## src/design/ookpwm_pkg.sv

```systemverilog
// ----------------------------------------------------------------------------
// ookpwm_pkg
// Types and constants shared by the OOK pulse-width code transmitter.
// ----------------------------------------------------------------------------
package ookpwm_pkg;

    typedef struct packed {
        logic        operation;
        logic [23:0] code;
    } t_in;

    typedef struct packed {
        logic data_level;
        logic tx_power;
        logic busy_res;
        logic finished;
        logic start_ignored;
    } t_out;

    typedef struct packed {
        logic [11:0] short_ticks;
        logic [11:0] long_ticks;
        logic [15:0] gap_ticks;
        logic [3:0]  repeat_count;
    } t_cfg;

    localparam logic OP_TICK  = 1'b0;
    localparam logic OP_START = 1'b1;

    localparam logic [1:0] PH_IDLE = 2'd0;
    localparam logic [1:0] PH_HIGH = 2'd1;
    localparam logic [1:0] PH_LOW  = 2'd2;
    localparam logic [1:0] PH_GAP  = 2'd3;

    localparam int          ADDR_W       = 4;
    localparam logic [1:0]  REG_SHORT    = 2'd0;
    localparam logic [1:0]  REG_LONG     = 2'd1;
    localparam logic [1:0]  REG_GAP      = 2'd2;
    localparam logic [1:0]  REG_REPEAT   = 2'd3;

    localparam logic [11:0] RST_SHORT    = 12'd55;
    localparam logic [11:0] RST_LONG     = 12'd165;
    localparam logic [15:0] RST_GAP      = 16'd1595;
    localparam logic [3:0]  RST_REPEAT   = 4'd7;

endpackage

```

## src/design/ookpwm_regs.sv

```systemverilog
// ----------------------------------------------------------------------------
// ookpwm_regs
// APB-style configuration registers: pulse timing and packet repeat count.
// ----------------------------------------------------------------------------
module ookpwm_regs (
    input  logic                           i_clk,
    input  logic                           i_rst_n,
    input  logic                           psel,
    input  logic                           penable,
    input  logic                           pwrite,
    input  logic [ookpwm_pkg::ADDR_W-1:0]  paddr,
    input  logic [31:0]                    pwdata,
    output logic [31:0]                    prdata,
    output logic                           pready,
    output ookpwm_pkg::t_cfg               o_cfg
);

    ookpwm_pkg::t_cfg r_cfg;
    logic             wr_en;
    logic [1:0]       reg_idx;

    assign pready  = 1'b1;
    assign wr_en   = psel && penable && pwrite;
    assign reg_idx = paddr[3:2];
    assign o_cfg   = r_cfg;

    always_ff @(posedge i_clk) begin
        if (!i_rst_n) begin
            r_cfg.short_ticks  <= ookpwm_pkg::RST_SHORT;
            r_cfg.long_ticks   <= ookpwm_pkg::RST_LONG;
            r_cfg.gap_ticks    <= ookpwm_pkg::RST_GAP;
            r_cfg.repeat_count <= ookpwm_pkg::RST_REPEAT;
        end else if (wr_en) begin
            unique case (reg_idx)
                ookpwm_pkg::REG_SHORT:  r_cfg.short_ticks  <= pwdata[11:0];
                ookpwm_pkg::REG_LONG:   r_cfg.long_ticks   <= pwdata[11:0];
                ookpwm_pkg::REG_GAP:    r_cfg.gap_ticks    <= pwdata[15:0];
                ookpwm_pkg::REG_REPEAT: r_cfg.repeat_count <= pwdata[3:0];
                default: ;
            endcase
        end
    end

    always_comb begin
        unique case (reg_idx)
            ookpwm_pkg::REG_SHORT:  prdata = {20'd0, r_cfg.short_ticks};
            ookpwm_pkg::REG_LONG:   prdata = {20'd0, r_cfg.long_ticks};
            ookpwm_pkg::REG_GAP:    prdata = {16'd0, r_cfg.gap_ticks};
            ookpwm_pkg::REG_REPEAT: prdata = {28'd0, r_cfg.repeat_count};
            default:                prdata = 32'd0;
        endcase
    end

endmodule

```

## src/design/ook_pwm_code_transmitter.sv

```systemverilog
// ----------------------------------------------------------------------------
// ook_pwm_code_transmitter
// On-off-keyed pulse-width code transmitter, one waveform sample per tick.
// ----------------------------------------------------------------------------
// Input channel: each transaction is a tick (operation 0) or a start (1) that
// carries the code word. A start while idle latches the code; a start while
// busy is dropped and flagged with start_ignored.
// Output channel: exactly one result transaction per input transaction, with
// the data line and power line levels for that tick, busy state after the
// item, and the finished flag on the last tick of the last packet.
// Bits go out MSB first (1 = long high, short low; 0 = short high, long low),
// followed by a trailing 0 bit and a low gap with power on; the packet is
// repeated repeat_count times (a repeat count of zero acts as one).
// Latency: the result is valid in the cycle after the input is accepted.
// Throughput: one transaction per cycle while the receiver is not stalling,
// set by the single state update feeding the result register.
// When the receiver stalls, the result register holds and the input is taken
// only if the result register is empty or being drained in the same cycle.
// Reset (i_rst_n low, synchronous) returns to idle, empties the result
// register and restores the register defaults.
// ----------------------------------------------------------------------------
module ook_pwm_code_transmitter #(
    parameter int CODE_BITS = 24
) (
    input  logic                           i_clk,
    input  logic                           i_rst_n,
    input  logic                           i_in_valid,
    output logic                           o_in_ready,
    input  ookpwm_pkg::t_in                i_in_data,
    output logic                           o_out_valid,
    input  logic                           i_out_ready,
    output ookpwm_pkg::t_out               o_out_data,
    input  logic                           psel,
    input  logic                           penable,
    input  logic                           pwrite,
    input  logic [ookpwm_pkg::ADDR_W-1:0]  paddr,
    input  logic [31:0]                    pwdata,
    output logic [31:0]                    prdata,
    output logic                           pready
);

    localparam int BW = $clog2(CODE_BITS + 1);

    ookpwm_pkg::t_cfg cfg;

    ookpwm_regs u_regs (
        .i_clk   (i_clk),
        .i_rst_n (i_rst_n),
        .psel    (psel),
        .penable (penable),
        .pwrite  (pwrite),
        .paddr   (paddr),
        .pwdata  (pwdata),
        .prdata  (prdata),
        .pready  (pready),
        .o_cfg   (cfg)
    );

    logic [CODE_BITS-1:0] r_code,    n_code;
    logic [CODE_BITS-1:0] r_shift,   n_shift;
    logic [BW-1:0]        r_bit_idx, n_bit_idx;
    logic [1:0]           r_phase,   n_phase;
    logic [15:0]          r_tick,    n_tick;
    logic [3:0]           r_packets, n_packets;
    logic                 r_active,  n_active;

    logic                 r_out_valid;
    ookpwm_pkg::t_out     r_out,     n_out;

    logic                   accept;
    logic [CODE_BITS+23:0]  code_ext;
    logic                   cur_bit;
    logic [11:0]            hi_len;
    logic [11:0]            lo_len;
    logic [15:0]            raw_len;
    logic [15:0]            phase_len;
    logic [15:0]            tick_inc;
    logic [BW:0]            idx_inc;
    logic [3:0]             pk_dec;

    assign o_in_ready  = !r_out_valid || i_out_ready;
    assign accept      = i_in_valid && o_in_ready;
    assign o_out_valid = r_out_valid;
    assign o_out_data  = r_out;

    assign code_ext = {{CODE_BITS{1'b0}}, i_in_data.code};
    assign cur_bit  = r_shift[CODE_BITS-1];
    assign hi_len   = cur_bit ? cfg.long_ticks : cfg.short_ticks;
    assign lo_len   = cur_bit ? cfg.short_ticks : cfg.long_ticks;
    assign tick_inc = r_tick + 16'd1;
    assign idx_inc  = {1'b0, r_bit_idx} + (BW+1)'(1);
    assign pk_dec   = r_packets - 4'd1;

    always_comb begin
        unique case (r_phase)
            ookpwm_pkg::PH_HIGH: raw_len = {4'd0, hi_len};
            ookpwm_pkg::PH_LOW:  raw_len = {4'd0, lo_len};
            default:             raw_len = cfg.gap_ticks;
        endcase
        phase_len = (raw_len == 16'd0) ? 16'd1 : raw_len;
    end

    always_comb begin
        n_code    = r_code;
        n_shift   = r_shift;
        n_bit_idx = r_bit_idx;
        n_phase   = r_phase;
        n_tick    = r_tick;
        n_packets = r_packets;
        n_active  = r_active;
        n_out     = '0;

        if (i_in_data.operation == ookpwm_pkg::OP_START) begin
            if (r_active) begin
                n_out.start_ignored = 1'b1;
            end else begin
                n_code    = code_ext[CODE_BITS-1:0];
                n_shift   = code_ext[CODE_BITS-1:0];
                n_bit_idx = '0;
                n_phase   = ookpwm_pkg::PH_HIGH;
                n_tick    = 16'd0;
                n_packets = (cfg.repeat_count == 4'd0) ? 4'd1 : cfg.repeat_count;
                n_active  = 1'b1;
            end
        end else if (r_active) begin
            n_out.data_level = (r_phase == ookpwm_pkg::PH_HIGH);
            n_out.tx_power   = 1'b1;
            n_tick           = tick_inc;
            if (tick_inc >= phase_len) begin
                n_tick = 16'd0;
                unique case (r_phase)
                    ookpwm_pkg::PH_HIGH: begin
                        n_phase = ookpwm_pkg::PH_LOW;
                    end
                    ookpwm_pkg::PH_LOW: begin
                        n_bit_idx = idx_inc[BW-1:0];
                        n_shift   = r_shift << 1;
                        n_phase   = (idx_inc <= (BW+1)'(CODE_BITS)) ?
                                    ookpwm_pkg::PH_HIGH : ookpwm_pkg::PH_GAP;
                    end
                    default: begin
                        n_packets = pk_dec;
                        n_bit_idx = '0;
                        n_shift   = r_code;
                        if (pk_dec == 4'd0) begin
                            n_phase          = ookpwm_pkg::PH_IDLE;
                            n_active         = 1'b0;
                            n_out.finished   = 1'b1;
                        end else begin
                            n_phase = ookpwm_pkg::PH_HIGH;
                        end
                    end
                endcase
            end
        end
        n_out.busy_res = n_active;
    end

    always_ff @(posedge i_clk) begin
        if (!i_rst_n) begin
            r_shift     <= '0;
            r_bit_idx   <= '0;
            r_phase     <= ookpwm_pkg::PH_IDLE;
            r_tick      <= 16'd0;
            r_packets   <= 4'd0;
            r_active    <= 1'b0;
            r_out_valid <= 1'b0;
        end else begin
            if (accept) begin
                r_shift   <= n_shift;
                r_bit_idx <= n_bit_idx;
                r_phase   <= n_phase;
                r_tick    <= n_tick;
                r_packets <= n_packets;
                r_active  <= n_active;
            end
            if (accept) begin
                r_out_valid <= 1'b1;
            end else if (i_out_ready) begin
                r_out_valid <= 1'b0;
            end
        end
    end

    always_ff @(posedge i_clk) begin
        if (accept) begin
            r_code <= n_code;
            r_out  <= n_out;
        end
    end

    a_active_phase: assert property (@(posedge i_clk) disable iff (!i_rst_n)
        r_active == (r_phase != ookpwm_pkg::PH_IDLE))
        else $error("active flag disagrees with phase");

    a_packets_left: assert property (@(posedge i_clk) disable iff (!i_rst_n)
        r_active |-> (r_packets != 4'd0))
        else $error("transmission active with no packets left");

    a_fin_idle: assert property (@(posedge i_clk) disable iff (!i_rst_n)
        (r_out_valid && r_out.finished) |-> (!r_out.busy_res && !r_active))
        else $error("finished reported while still busy");

    a_ignored_busy: assert property (@(posedge i_clk) disable iff (!i_rst_n)
        (r_out_valid && r_out.start_ignored) |-> (r_out.busy_res && !r_out.tx_power))
        else $error("start ignored while idle or with power on");

    a_power_state: assert property (@(posedge i_clk) disable iff (!i_rst_n)
        (r_out_valid && r_out.tx_power) |-> (r_out.busy_res || r_out.finished))
        else $error("power on outside a transmission");

endmodule

```

## config.mk

```make
export PLATFORM = sky130hd
export DESIGN_NAME = ook_pwm_code_transmitter
export DESIGN_NICKNAME = d
export VERILOG_FILES = /design/src/design/ookpwm_pkg.sv /design/src/design/ookpwm_regs.sv /design/src/design/ook_pwm_code_transmitter.sv
export SDC_FILE = /design/constraint.sdc
export NUM_CORES = 1
export LEC_CHECK = 0
export BUFFER_PORTS_ARGS = -buffer_cell sky130_fd_sc_hd__buf_2
export CORE_UTILIZATION = 45
export CTS_CLUSTER_DIAMETER = 40
export DETAILED_ROUTE_END_ITERATION = 8
export PLACE_DENSITY = 0.69
export SLEW_MARGIN = 20
export SYNTH_ARGS = -nofsm -noshare
export SYNTH_HDL_FRONTEND = slang
export SYNTH_HIERARCHICAL = 1
export SYNTH_SLANG_ARGS = --single-unit
```

## constraint.sdc

```tcl
create_clock -name i_clk -period 5 [get_ports i_clk]
set_input_delay 0.5 -clock i_clk [delete_from_list [all_inputs] [get_ports i_clk]]
set_output_delay 0.5 -clock i_clk [all_outputs]
set_load 0.01 [all_outputs]
```

==> results.toml <==
[status]
status = "finished clean"

[yosys]
ys_types = 67
ys_async_sr_fraction_pct = 0
ys.flop_type = "dfxtp_1"
synth_xor_xnor_area_share_pct = 1.787
seq_area_frac_synth_pct = 38.26
synth_area_um2 = 7351
yosys.area.top_type = "dfxtp_1"
synth_edf_count = 29
synthCells = 817
synthAdderAreaFrac_pct = 4.596
netlist.area_leader.share_pct = 26.42
yosys_warnings = 6
synth_area_leaders = "dfxtp_1 (26%), mux2i_1 (13%), edfxtp_1 (12%)"
synthMuxAreaShare_pct = 14.59
yosys.area_share.simple_pct = 20.32
synth_area_per_cell_um2 = 8.997
yosys_register_bits = 126
synth_compound_area_share_pct = 13.09
synth_top_family_by_area = "simple AND/OR/NAND/NOR gates"

[worst_setup_path]
crit_path_start_kind = "flip-flop"
critPathRequiredTime_ps = 5350
ff2ff_path_depth = 16
arrival_ps = 4650
cp_max_fo = 20
crit_type = "flip-flop to flip-flop"
reg2reg_slack_ps = 700
end_kind = "flip-flop"

[route]
met3_length_um = 606
drt_iter0_drc = 464
ant_nets = 0
wl_per_cell_um = 14.61
vias_per_cell = 5.372
wl_met1_um = 7623
wl_met2_um = 7429
drc = 0
dr_total_vias = 5823
first_pass_iters = 7
highest_layer = "met4"
routed_wl_um = 15840

[finish]
final_cell_area_um2 = 8249
n_antenna_cell = 0
fin_nets = 950
drive_above_1_share_pct = 15.90
area_delta_synth_final_pct = 12.22
layout.cells.non_filler = 1084
final.fill_count = 1476
final_common_cell = "nand2_1"
most-common-layout-cells = "nand2_1 (167), mux2i_1 (97), dfxtp_1 (97)"

[placement]
place_inst = 1052
dp_hpwl_um = 10500
place.gp.congestion = 0.8053
placed_cell_area_um2 = 7639
io_buffers = 72

[floorplan]
die_x_um = 129.8
start_util_pct = 46.11
ios = 108
coreArea_um2 = 15940
die_area_um2 = 16850
num_rows = 46
die_y_um = 129.8

[sta]
rsz0062_at_grt = "false"
setup_viol_count_final = 0
relSlewSlack_pct = 36.63
drv_slew = 0
fin_worst_skew_ps = 9.483
hold_viol = 0
clock.fmax_ghz = 0.2327
min_period_over_period_pct = 85.94
worst_hold_slack_ps = 251.0
worst_pin_slew_ps = 949.2
tns_ps = 0
period_minus_slack_ps = 4297

[grt]
overflow = 0
grt_use_total_pct = 19.54
grt_pass1_vias = 5125
grt_first_pass_wirelength_um = 25660
antenna_found_initial = 0
grt_max_degree = 74

[power]
p_per_area_nw_per_um2 = 315.4
power.leakage_nw = 3.240
power_mw = 2.602
ir_drop_v = 0.0002586

[clocking]
cts_sinks = 126
worst_skew_pair.late_latency_ps = 430
postCtsSetupRepairBufs = 0
clk_pin_slew_ps = 60
cts_buffer_depth = 2
cts_tree = "done"
root_buffer = "clkbuf_16"
h-tree-depth = 4
cts_buffers = 17
cts_resized = 0
ctsHoldBuffers = 0

[hold_path]
hold_depth = 1
hp-class = "input port to flip-flop"

[run]
cap_viol_max_count = 0
layer usage:
metal | vias to the layer above | GRT usage [%]
li1 | 2943 | -
met5 | - | 0
met4 | 0 | 6.498
met2 | 123 | 31.42
met1 | 2738 | 25.89
met3 | 19 | 4.469
cells in the mapped netlist, types with 4 or more instances:
master    instances
clkbuf_1         34
ha_1             27
nor2b_1          22
inv_1            14
nand3_1          26
a211oi_1          9
a221oi_1         11
nor3_1            7
and3_1            8
a31oi_1           6
buf_6             7
and2_1            7
o211ai_1          6
nor2_1           20
mux4_2            4
dfxtp_1          97
mux2i_1          97
a21o_1            4
edfxtp_1         29
or4_1             4
nor4_1            5
buf_4            19
buf_2             9
a22oi_1          14
xnor2_1          10
nand2_1         167
nand2b_1          6
o21ai_0          43
nand4_1           4
xor2_1            5
buf_1             6
a21oi_1          37
final timing paths:
path | to | from
min | r_code[20]$_DFFE_PP_ | i_in_data[20]
max reg2reg | r_shift[0]$_SDFFE_PN0P_ | r_phase[1]$_SDFFE_PN0P_
min reg2reg | r_tick[14]$_SDFFE_PN0P_ | r_tick[14]$_SDFFE_PN0P_
max | r_shift[0]$_SDFFE_PN0P_ | r_phase[1]$_SDFFE_PN0P_
cells by family after synthesis:
family / Yosys count
mux: 102
fa+ha+maj: 27
flops: 126
xor+xnor: 15
buf+inv: 93
other cells: 2
compound gates: 149
simple gates: 303
layout make-up:
cell class	instances	area (µm²)	area share, %
clock buffers	18	429.2	5.202
clock inverters	14	181.4	2.199
inverters	15	56.30	0.6825
multi-input cells	613	4061	49.23
flip-flops and latches	126	2813	34.10
well taps	216	270.3	3.276
repair buffers	82	437.9	5.309
worst max-delay path, stage by stage (launching register included):
cell	delay [ps]
dfxtp_1	370
inv_1	50
ha_1	450
buf_4	310
a22oi_1	170
nand2_1	70
mux2_2	290
o21ai_0	140
nand4_1	170
o21ai_0	240
ha_1	260
nand2b_1	130
a2111oi_0	430
or3b_4	240
nand3_2	200
or3b_2	500
a31oi_1	180
where the power goes:
| group | leakage [nW] | total (mW) | internal (mW) | switching (mW) |
|---|---|---|---|---|
| clock | 0.290 | 1.29 | 0.793 | 0.496 |
| sequential | 1.06 | 1.09 | 1.07 | 0.0170 |
| combinational | 1.89 | 0.226 | 0.0842 | 0.142 |
| total | 3.24 | 2.60 | 1.95 | 0.655 |
flip-flops by register name, indices dropped and copies added, names as in the netlist:
register	count
r_shift	24
r_packets	4
r_code	24
r_bit_idx	5
r_tick	16
o_out_data	5
r_phase	2
o_out_valid	1
r_active	1
u_regs/o_cfg	44
per-stage QoR:
| step | worst slack, ps | utilization [%] |
|---|---|---|
| global route | 415.9 | 51.74 |
| finish | 703.1 | 51.74 |
| detailed placement | 721.5 | 47.91 |
| floorplan | 1392 | - |
| global placement | 826.0 | 47.91 |
| CTS | 695.5 | 51.74 |
Power figures use the tool's default switching activity.
